==> src/rtl/pwm_pattern_sequencer_assert.svh <==
// Assertion macros shared by the PWM pattern sequencer RTL.
`ifndef PWM_PATTERN_SEQUENCER_ASSERT_SVH
`define PWM_PATTERN_SEQUENCER_ASSERT_SVH

// Same-cycle implication, checked out of reset.
`define PPS_ASSERT_NOW(lbl, clk, rst_n, ante, cons, msg) \
	lbl: assert property (@(posedge clk) disable iff (!rst_n) (ante) |-> (cons)) \
		else $error(msg);

// Next-cycle implication, checked out of reset.
`define PPS_ASSERT_NEXT(lbl, clk, rst_n, ante, cons, msg) \
	lbl: assert property (@(posedge clk) disable iff (!rst_n) (ante) |=> (cons)) \
		else $error(msg);

`endif

==> src/rtl/pps_pkg.sv <==
// ----------------------------------------------------------------------------
// pps_pkg
// Types, constants and the fixed pattern table of the PWM pattern sequencer.
// ----------------------------------------------------------------------------
package pps_pkg;

	// Widths of the table fields, independent of the counter parameters.
	localparam int unsigned LEN_W = 14;
	localparam int unsigned LIM_W = 11;

	// Pattern numbering.
	localparam logic [3:0] PAT_NONE    = 4'd0;
	localparam logic [3:0] PAT_FIRST   = 4'd1;
	localparam logic [3:0] PAT_LAST    = 4'd10;

	// Segment codes.
	localparam logic [1:0] SEG_0 = 2'd0;
	localparam logic [1:0] SEG_1 = 2'd1;
	localparam logic [1:0] SEG_2 = 2'd2;

	// One table entry for a pattern and segment.
	typedef struct packed {
		logic             hit;      // entry exists, shadow lengths load
		logic             counted;  // periods are tallied in this segment
		logic             wrap;     // tally limit returns to segment 0
		logic [LEN_W-1:0] period;
		logic [LEN_W-1:0] on_len;
		logic [LIM_W-1:0] limit;
	} seg_entry_t;

	function automatic seg_entry_t mk(input logic counted, input logic wrap,
		input int unsigned per, input int unsigned on_l, input int unsigned lim);
		seg_entry_t e;
		e.hit     = 1'b1;
		e.counted = counted;
		e.wrap    = wrap;
		e.period  = LEN_W'(per);
		e.on_len  = LEN_W'(on_l);
		e.limit   = LIM_W'(lim);
		return e;
	endfunction

	// Pattern table lookup; patterns without an entry return hit = 0.
	function automatic seg_entry_t seg_entry(input logic [3:0] pat, input logic [1:0] seg);
		seg_entry_t e;
		e = '0;
		case (pat)
			4'd1: e = mk(1'b0, 1'b0, 94, 42, 0);
			4'd2: e = mk(1'b0, 1'b0, 94, 64, 0);
			4'd3: e = mk(1'b0, 1'b0, 100, 100, 0);
			4'd4: e = mk(1'b0, 1'b0, 3478, 2817, 0);
			4'd5: begin
				if (seg == SEG_0) e = mk(1'b1, 1'b0, 1974, 1026, 16);
				else if (seg == SEG_1) e = mk(1'b1, 1'b1, 94, 51, 1600);
			end
			4'd6: begin
				if (seg == SEG_0) e = mk(1'b1, 1'b0, 1599, 847, 20);
				else if (seg == SEG_1) e = mk(1'b1, 1'b0, 9588, 4794, 6);
				else if (seg == SEG_2) e = mk(1'b1, 1'b1, 7616, 2818, 5);
			end
			4'd7: begin
				if (seg == SEG_0) e = mk(1'b1, 1'b0, 1128, 564, 5);
				else if (seg == SEG_1) e = mk(1'b1, 1'b0, 3198, 1119, 10);
				else if (seg == SEG_2) e = mk(1'b1, 1'b1, 6293, 5160, 10);
			end
			4'd8: e = mk(1'b0, 1'b0, 8368, 5607, 0);
			4'd9: e = mk(1'b0, 1'b0, 2913, 1398, 0);
			4'd10: begin
				if (seg == SEG_0) e = mk(1'b1, 1'b0, 1973, 943, 10);
				else if (seg == SEG_1) e = mk(1'b1, 1'b0, 9311, 4656, 5);
				else if (seg == SEG_2) e = mk(1'b1, 1'b1, 5640, 2820, 10);
			end
			default: e = '0;
		endcase
		return e;
	endfunction

endpackage

==> src/rtl/pwm_pattern_sequencer.sv <==
// ----------------------------------------------------------------------------
// pwm_pattern_sequencer
// PWM generator whose period and on-length follow a fixed pattern table.
// ----------------------------------------------------------------------------
// Usage:
// Each input beat on the in channel (requested_pattern, kick) is one 100 us
// tick. Raise kick on the first tick to start the block; afterwards a pattern
// step runs on the tick after every period end, adopting a changed request.
// Each input beat yields exactly one output beat (drive, period_end,
// active_pattern, segment) describing the state after that tick.
// The output beat is valid in the cycle after the input beat is taken.
// Throughput: one tick per cycle unless the receiver stalls; the whole tick update is
// a single pass of counter increments, compares and one table lookup into the state registers.
// The state registers double as the output register, so a new tick is taken
// in the same cycle that the previous output beat is taken.
// When the receiver stalls, the output beat holds and in_ready stays low
// until out_ready returns.
// Reset (arst_n low) clears all state: the output is off, no pattern is
// active and no output beat is pending.
// ----------------------------------------------------------------------------
`include "pwm_pattern_sequencer_assert.svh"

module pwm_pattern_sequencer
	import pps_pkg::*;
#(
	parameter int unsigned COUNT_WIDTH = 14,
	parameter int unsigned TALLY_WIDTH = 11
) (
	input  logic       clk,
	input  logic       arst_n,
	input  logic       in_valid,
	output logic       in_ready,
	input  logic [3:0] requested_pattern,
	input  logic       kick,
	output logic       out_valid,
	input  logic       out_ready,
	output logic       drive,
	output logic       period_end,
	output logic [3:0] active_pattern,
	output logic [1:0] segment
);

	// State registers.
	logic                   run_q, pend_q, drive_q, ended_q, ovalid_q;
	logic [COUNT_WIDTH-1:0] tick_q, plen_q, on_q, nplen_q, non_q;
	logic [TALLY_WIDTH-1:0] tally_q;
	logic [3:0]             pat_q;
	logic [1:0]             seg_q;

	// Next-state values.
	logic                   run_n, pend_n, drive_n, ended_n;
	logic [COUNT_WIDTH-1:0] tick_n, plen_n, on_n, nplen_n, non_n;
	logic [TALLY_WIDTH-1:0] tally_n;
	logic [3:0]             pat_n;
	logic [1:0]             seg_n;

	logic accept;

	// The output slot frees when its beat is taken.
	assign in_ready = !ovalid_q || out_ready;
	assign accept   = in_valid && in_ready;

	// Pattern step followed by the PWM counter for one tick.
	always_comb begin
		logic                   step, change;
		logic [3:0]             pat_a;
		logic [1:0]             seg_a;
		logic [TALLY_WIDTH-1:0] tally_a, tally_inc;
		logic [COUNT_WIDTH-1:0] tick_a, plen_a, tick_inc;
		seg_entry_t             ent;

		step   = kick || pend_q;
		change = step && (requested_pattern != pat_q);

		pat_a   = change ? requested_pattern : pat_q;
		seg_a   = change ? SEG_0 : seg_q;
		tally_a = change ? '0 : tally_q;
		tick_a  = change ? '0 : tick_q;
		plen_a  = change ? COUNT_WIDTH'(1) : plen_q;

		ent = seg_entry(pat_a, seg_a);

		pat_n     = pat_q;
		seg_n     = seg_a;
		tally_n   = tally_a;
		nplen_n   = nplen_q;
		non_n     = non_q;
		pend_n    = pend_q;
		run_n     = run_q;
		tally_inc = tally_a + TALLY_WIDTH'(1);

		if (step) begin
			pend_n = 1'b0;
			run_n  = 1'b1;
			// A request outside the table falls back to the first pattern.
			if (pat_a == PAT_NONE || pat_a > PAT_LAST) begin
				pat_n = PAT_FIRST;
			end else begin
				pat_n = pat_a;
			end
			if (ent.hit) begin
				nplen_n = COUNT_WIDTH'(ent.period);
				non_n   = COUNT_WIDTH'(ent.on_len);
			end
			// Multi-segment patterns tally periods and move on at the limit.
			if (ent.counted) begin
				if (tally_inc == TALLY_WIDTH'(ent.limit)) begin
					tally_n = '0;
					seg_n   = ent.wrap ? SEG_0 : seg_a + 2'd1;
				end else begin
					tally_n = tally_inc;
				end
			end
		end

		// PWM counter: period end reloads the lengths, on-length turns off.
		tick_n   = tick_a;
		plen_n   = plen_a;
		on_n     = on_q;
		drive_n  = drive_q;
		ended_n  = 1'b0;
		tick_inc = tick_a + COUNT_WIDTH'(1);
		if (run_n) begin
			if (tick_inc == plen_a) begin
				tick_n  = '0;
				drive_n = (on_q != '0);
				plen_n  = nplen_n;
				on_n    = non_n;
				pend_n  = 1'b1;
				ended_n = 1'b1;
			end else begin
				tick_n = tick_inc;
				if (tick_inc == on_q) begin
					drive_n = 1'b0;
				end
			end
		end
	end

	// State update on each accepted input beat.
	always_ff @(posedge clk or negedge arst_n) begin
		if (!arst_n) begin
			run_q    <= 1'b0;
			pend_q   <= 1'b0;
			drive_q  <= 1'b0;
			ended_q  <= 1'b0;
			ovalid_q <= 1'b0;
			tick_q   <= '0;
			plen_q   <= '0;
			on_q     <= '0;
			nplen_q  <= '0;
			non_q    <= '0;
			tally_q  <= '0;
			pat_q    <= PAT_NONE;
			seg_q    <= SEG_0;
		end else begin
			if (accept) begin
				run_q   <= run_n;
				pend_q  <= pend_n;
				drive_q <= drive_n;
				ended_q <= ended_n;
				tick_q  <= tick_n;
				plen_q  <= plen_n;
				on_q    <= on_n;
				nplen_q <= nplen_n;
				non_q   <= non_n;
				tally_q <= tally_n;
				pat_q   <= pat_n;
				seg_q   <= seg_n;
			end
			if (accept) begin
				ovalid_q <= 1'b1;
			end else if (out_ready) begin
				ovalid_q <= 1'b0;
			end
		end
	end

	// The state registers are the output beat.
	assign out_valid      = ovalid_q;
	assign drive          = drive_q;
	assign period_end     = ended_q;
	assign active_pattern = pat_q;
	assign segment        = seg_q;

	// Checks on the sequencing logic.
	`PPS_ASSERT_NEXT(a_accept_gives_beat, clk, arst_n, accept, out_valid,
		"accepted tick produced no output beat")
	`PPS_ASSERT_NOW(a_pattern_in_table, clk, arst_n, out_valid, active_pattern <= PAT_LAST,
		"active pattern outside the table")
	`PPS_ASSERT_NOW(a_segment_range, clk, arst_n, out_valid, segment != 2'd3,
		"segment index out of range")
	`PPS_ASSERT_NEXT(a_end_sets_pending, clk, arst_n, accept && ended_n, pend_q && period_end,
		"period end did not schedule a pattern step")
	`PPS_ASSERT_NEXT(a_running_holds, clk, arst_n, run_q, run_q,
		"running dropped after start")

endmodule

==> config.mk <==
export PLATFORM = sky130hd
export DESIGN_NAME = pwm_pattern_sequencer
export DESIGN_NICKNAME = d
export VERILOG_FILES = /design/src/rtl/pps_pkg.sv /design/src/rtl/pwm_pattern_sequencer.sv
export VERILOG_INCLUDE_DIRS = /design/src /design/src/rtl
export SDC_FILE = /design/constraint.sdc
export NUM_CORES = 1
export LEC_CHECK = 0
export ABC_CLOCK_PERIOD_IN_PS = 4350
export BUFFER_PORTS_ARGS = -buffer_cell sky130_fd_sc_hd__buf_2
export CAP_MARGIN = 20
export CORE_MARGIN = 5
export CORE_UTILIZATION = 55
export DETAILED_ROUTE_END_ITERATION = 12
export GPL_TIMING_DRIVEN = 1
export PLACE_DENSITY = 0.75
export SKIP_CTS_REPAIR_TIMING = 1
export SLEW_MARGIN = 30
export SYNTH_ARGS = -nofsm -noshare
export SYNTH_HDL_FRONTEND = slang
export SYNTH_SLANG_ARGS = --single-unit
==> constraint.sdc <==
create_clock -name clk -period 4.35 [get_ports clk]
set_input_delay 0.6525 -clock clk [delete_from_list [all_inputs] [get_ports clk]]
set_output_delay 0.6525 -clock clk [all_outputs]
set_load 0.01 [all_outputs]
==> summary.md <==
| Metric | Value |
|---|---|
| Synth top cells by count | `nand2_1, dfrtp_1, o21ai_0` |
| Worst path arrival time | `between 4 and 5 ns` |
| CTS Root Cell | `clkbuf_16` |
| Drt pass-1 iters | `7` |
| Clock tree buffer depth | `2` |
| Remaining Overflow, GRT | `0` |
| CP delay by family, top | `simple AND/OR/NAND/NOR gates` |
| Synth Flop Type | `dfrtp_1` |
| Ant. Diodes | `0` |
| Register area share after synthesis | `35.93%` |
| DP HPWL | `between 10000 and 15000 µm` |
| Number of synthesized flops with an enable pin | `0` |
| Tmin final | `a little over 4 ns` |
| Starting Density | `56.11%` |
| Area Growth Syn to Fin | `8.729%` |
| Design area | `around 7000 µm²` |
| WL final | `about 18000 µm` |
| Clock Latency Late Sink | `around 0.35 ns` |
| Top-count cell post-synth | `nand2_1` |
| WP depth | `15` |
| Critical path's most frequent cell | `buf_4` |
| Tcrit/Tclk final | `93.74%` |
| Int Power | `2.300 mW` |
| CP max stage delay | `around 0.52 ns` |
| Cells after synthesis | `between 700 and 800` |
| Distinct cell type count after synthesis | `between 80 and 90` |
| H-tree levels | `3` |
| Part of the power in combinational logic | `approximately 45%` |
| Die span in x | `roughly 120 µm` |
| Crit end category | `flip-flop` |
| Avg WL per Cell | `19.19 µm` |
| Largest net degree at the start of global routing | `67` |
| Static leakage | `approximately 2.8 nW` |
| Unrepaired setup endpoints after global routing | `false` |
| Placed cell area | `~6700 µm²` |
| Clock power frac | `between 20% and 30%` |
| Tightest hold margin | `around 0.29 ns` |
| Syn_area_per_cell | `slightly above 8 µm²` |
| Core ar. | `~11000 µm²` |
| First-pass GRT wire length | `about 30000 µm` |
| Final Hold Violating Endpoints | `0` |
| Synthesized net count | `796` |
| CP Data Required Time | `approximately 4.6 ns` |
| Max-slew violation count | `0` |
| Die area | `approximately 14000 µm²` |
| Crit path buf inv count | `2` |
| Async set or reset register ratio after synthesis | `100.0%` |
| TritonCTS clock tree | `built` |
| Final setup fails | `0` |
| Die Y | `roughly 120 µm` |
| Placer Congestion | `~0.97` |
| Global Route Usage Sum | `around 26%` |
| Slew @ Worst Pin | `about 0.85 ns` |
| DRC Markers | `0` |
| Clock-pin slew on the worst setup and hold paths | `0.07 ns` |
| Post-Syn Area | `between 6000 and 7000 µm²` |
| Clk sinks | `92` |
| Vias | `~6.0k` |
| Crit Path Class | `flip-flop to flip-flop` |
| Port bufs | `18` |
| 1st-iter DRT viols | `700` |
| Flop pwr share | `approximately 35%` |
| Startpoint types | `flip-flop` |
| ANT nets after route | `0` |
| Worst Hold Class | `primary input to async pin` |
| CTS Buf Count | `9` |
| Layout cells sized above 1 | `roughly an eighth` |
| Num ports | `19` |
| Largest area contributor in the netlist | `dfrtp_1` |
| Ranking of synthesized cells by area | `dfrtp_1, nand2_1, o21ai_0, nor2_1, xnor2_1` |
| Vias/cell | `6.479` |
| Placement Rows | `39` |
| Depth of the worst register-to-register path | `15` |
| Max transition margin | `a little over two fifths` |
| Synth top area share | `approximately 36%` |
| Run status | `finished, final reports clean` |
| Clock Skews | `0.008760 ns` |
| Seq cells post-synth | `between 90 and 100` |
| Nets | `790` |
| Switching share of power | `43.35%` |
| Max-cap violations | `0` |
| Sw power | `approximately 1.8 mW` |
| Pwr Density | `between 500 and 600 nW/µm²` |
| Crit-path max FO | `22` |
| Max Freq | `245.2 MHz` |
| Initial antenna violation count | `0` |
| Crit-path slowest cell | `o41ai_4` |
| IR drop worst, VDD | `just under 0.0006 V` |
| Crit-path cells | `xor2_1 -> o41ai_4 -> buf_4 -> and2_1 -> ha_1 -> nand2_1 -> nor3_1 -> xnor2_1 -> a21oi_1 -> a2bb2oi_1 -> nor4_2 -> nand4_2 -> buf_4 -> a41oi_1 -> nand3_1` |
| Ys Warns | `0` |
| Vias in the first global route | `~5.5k` |
power by group through the flow:
stage / Sequential (mW) / Clock (mW) / Combinational, mW
6_report: 1.40 / 0.832 / 1.83
5_1_grt: 1.43 / 0.887 / 2.02
4_1_cts: 1.39 / 0.841 / 1.81
3_5_place_dp: 1.41 / 0 / 1.80
3_3_place_gp: 1.39 / 0 / 1.77
2_1_floorplan: 1.30 / 0 / 1.37
metrics by stage:
step           utilization [%]   TNS, ns  instances  worst slack [ns]  total power, mW
2_1_floorplan                -  -0.01875        781          -0.01875            2.668
3_3_place_gp             58.25         0        907            0.1977            3.157
3_5_place_dp             58.25         0        907           0.05808            3.209
4_1_cts                  60.98         0        923            0.3761            4.044
5_1_grt                  61.01         0        923           0.04784            4.340
6_report                 61.01         0        923            0.2724            4.060
kinds of logic after synthesis:
logic type               Yosys count  share of synthesized area, %
XOR/XNOR                          41                         5.604
AO/OA/AOI/OAI                    239                         24.68
multiplexers                      11                         1.933
AND/OR/NAND/NOR                  321                         25.27
adder cells (fa/ha/maj)            7                         1.328
flip-flops                        92                         35.93
buffers and inverters             70                         5.253
final timing paths:
check	start	to	slack (ns)
setup / recovery	active_pattern[3]$_DFFE_PN0P_	tally_q[4]$_DFFE_PN0P_	0.27
hold / removal	arst_n	tally_q[6]$_DFFE_PN0P_	0.29
setup reg to reg	active_pattern[3]$_DFFE_PN0P_	tally_q[4]$_DFFE_PN0P_	0.27
hold reg to reg	period_end$_DFFE_PN0P_	period_end$_DFFE_PN0P_	0.48
max in group asynchronous	arst_n	plen_q[1]$_DFFE_PN0P_	3.27
min in group clk	period_end$_DFFE_PN0P_	period_end$_DFFE_PN0P_	0.48
cells in the final DEF (no fill, tap or decap), drive strengths merged, types with 7 or more instances in the layout:
master / instances
a21oi: 43
a22o: 11
a31o: 7
a31oi: 7
and2: 13
buf: 43
clkbuf: 12
dfrtp: 92
inv: 11
mux2i: 9
nand2: 106
nand2b: 10
nand3: 44
nand4: 15
nor2: 67
nor3: 20
nor4: 9
o211ai: 7
o21ai: 97
o22ai: 7
o31ai: 7
or3: 7
xnor2: 25
xor2: 16
sequential cells by signal, indices dropped and copies added (netlist names):
signal / flops
non_q: 14
nplen_q: 14
on_q: 14
plen_q: 14
tick_q: 14
tally_q: 11
active_pattern: 4
segment: 2
drive: 1
out_valid: 1
pend_q: 1
period_end: 1
run_q: 1
layout make-up:
type                            count  area [µm²]
Timing Repair Buffer               43       309.0
Inverter                           10       37.54
Fill cell                         992        4452
Sequential cell                    92        2302
Multi-Input combinational cell    619        3827
Tap cell                          143       178.9
Clock buffer                       12       256.5
Clock inverter                      4       55.05
routing by layer:
metal | part of all wire (%) | track usage (%) | vias to the layer above
li1 | - | - | 2828
met1 | 46 | 37.90 | 2885
met2 | 45 | 38.61 | 233
met3 | 6.8 | 4.901 | 34
met4 | 2.1 | 7.455 | 0
met5 | 0 | 0 | -
Note: power is estimated with default switching activity, not from simulation.
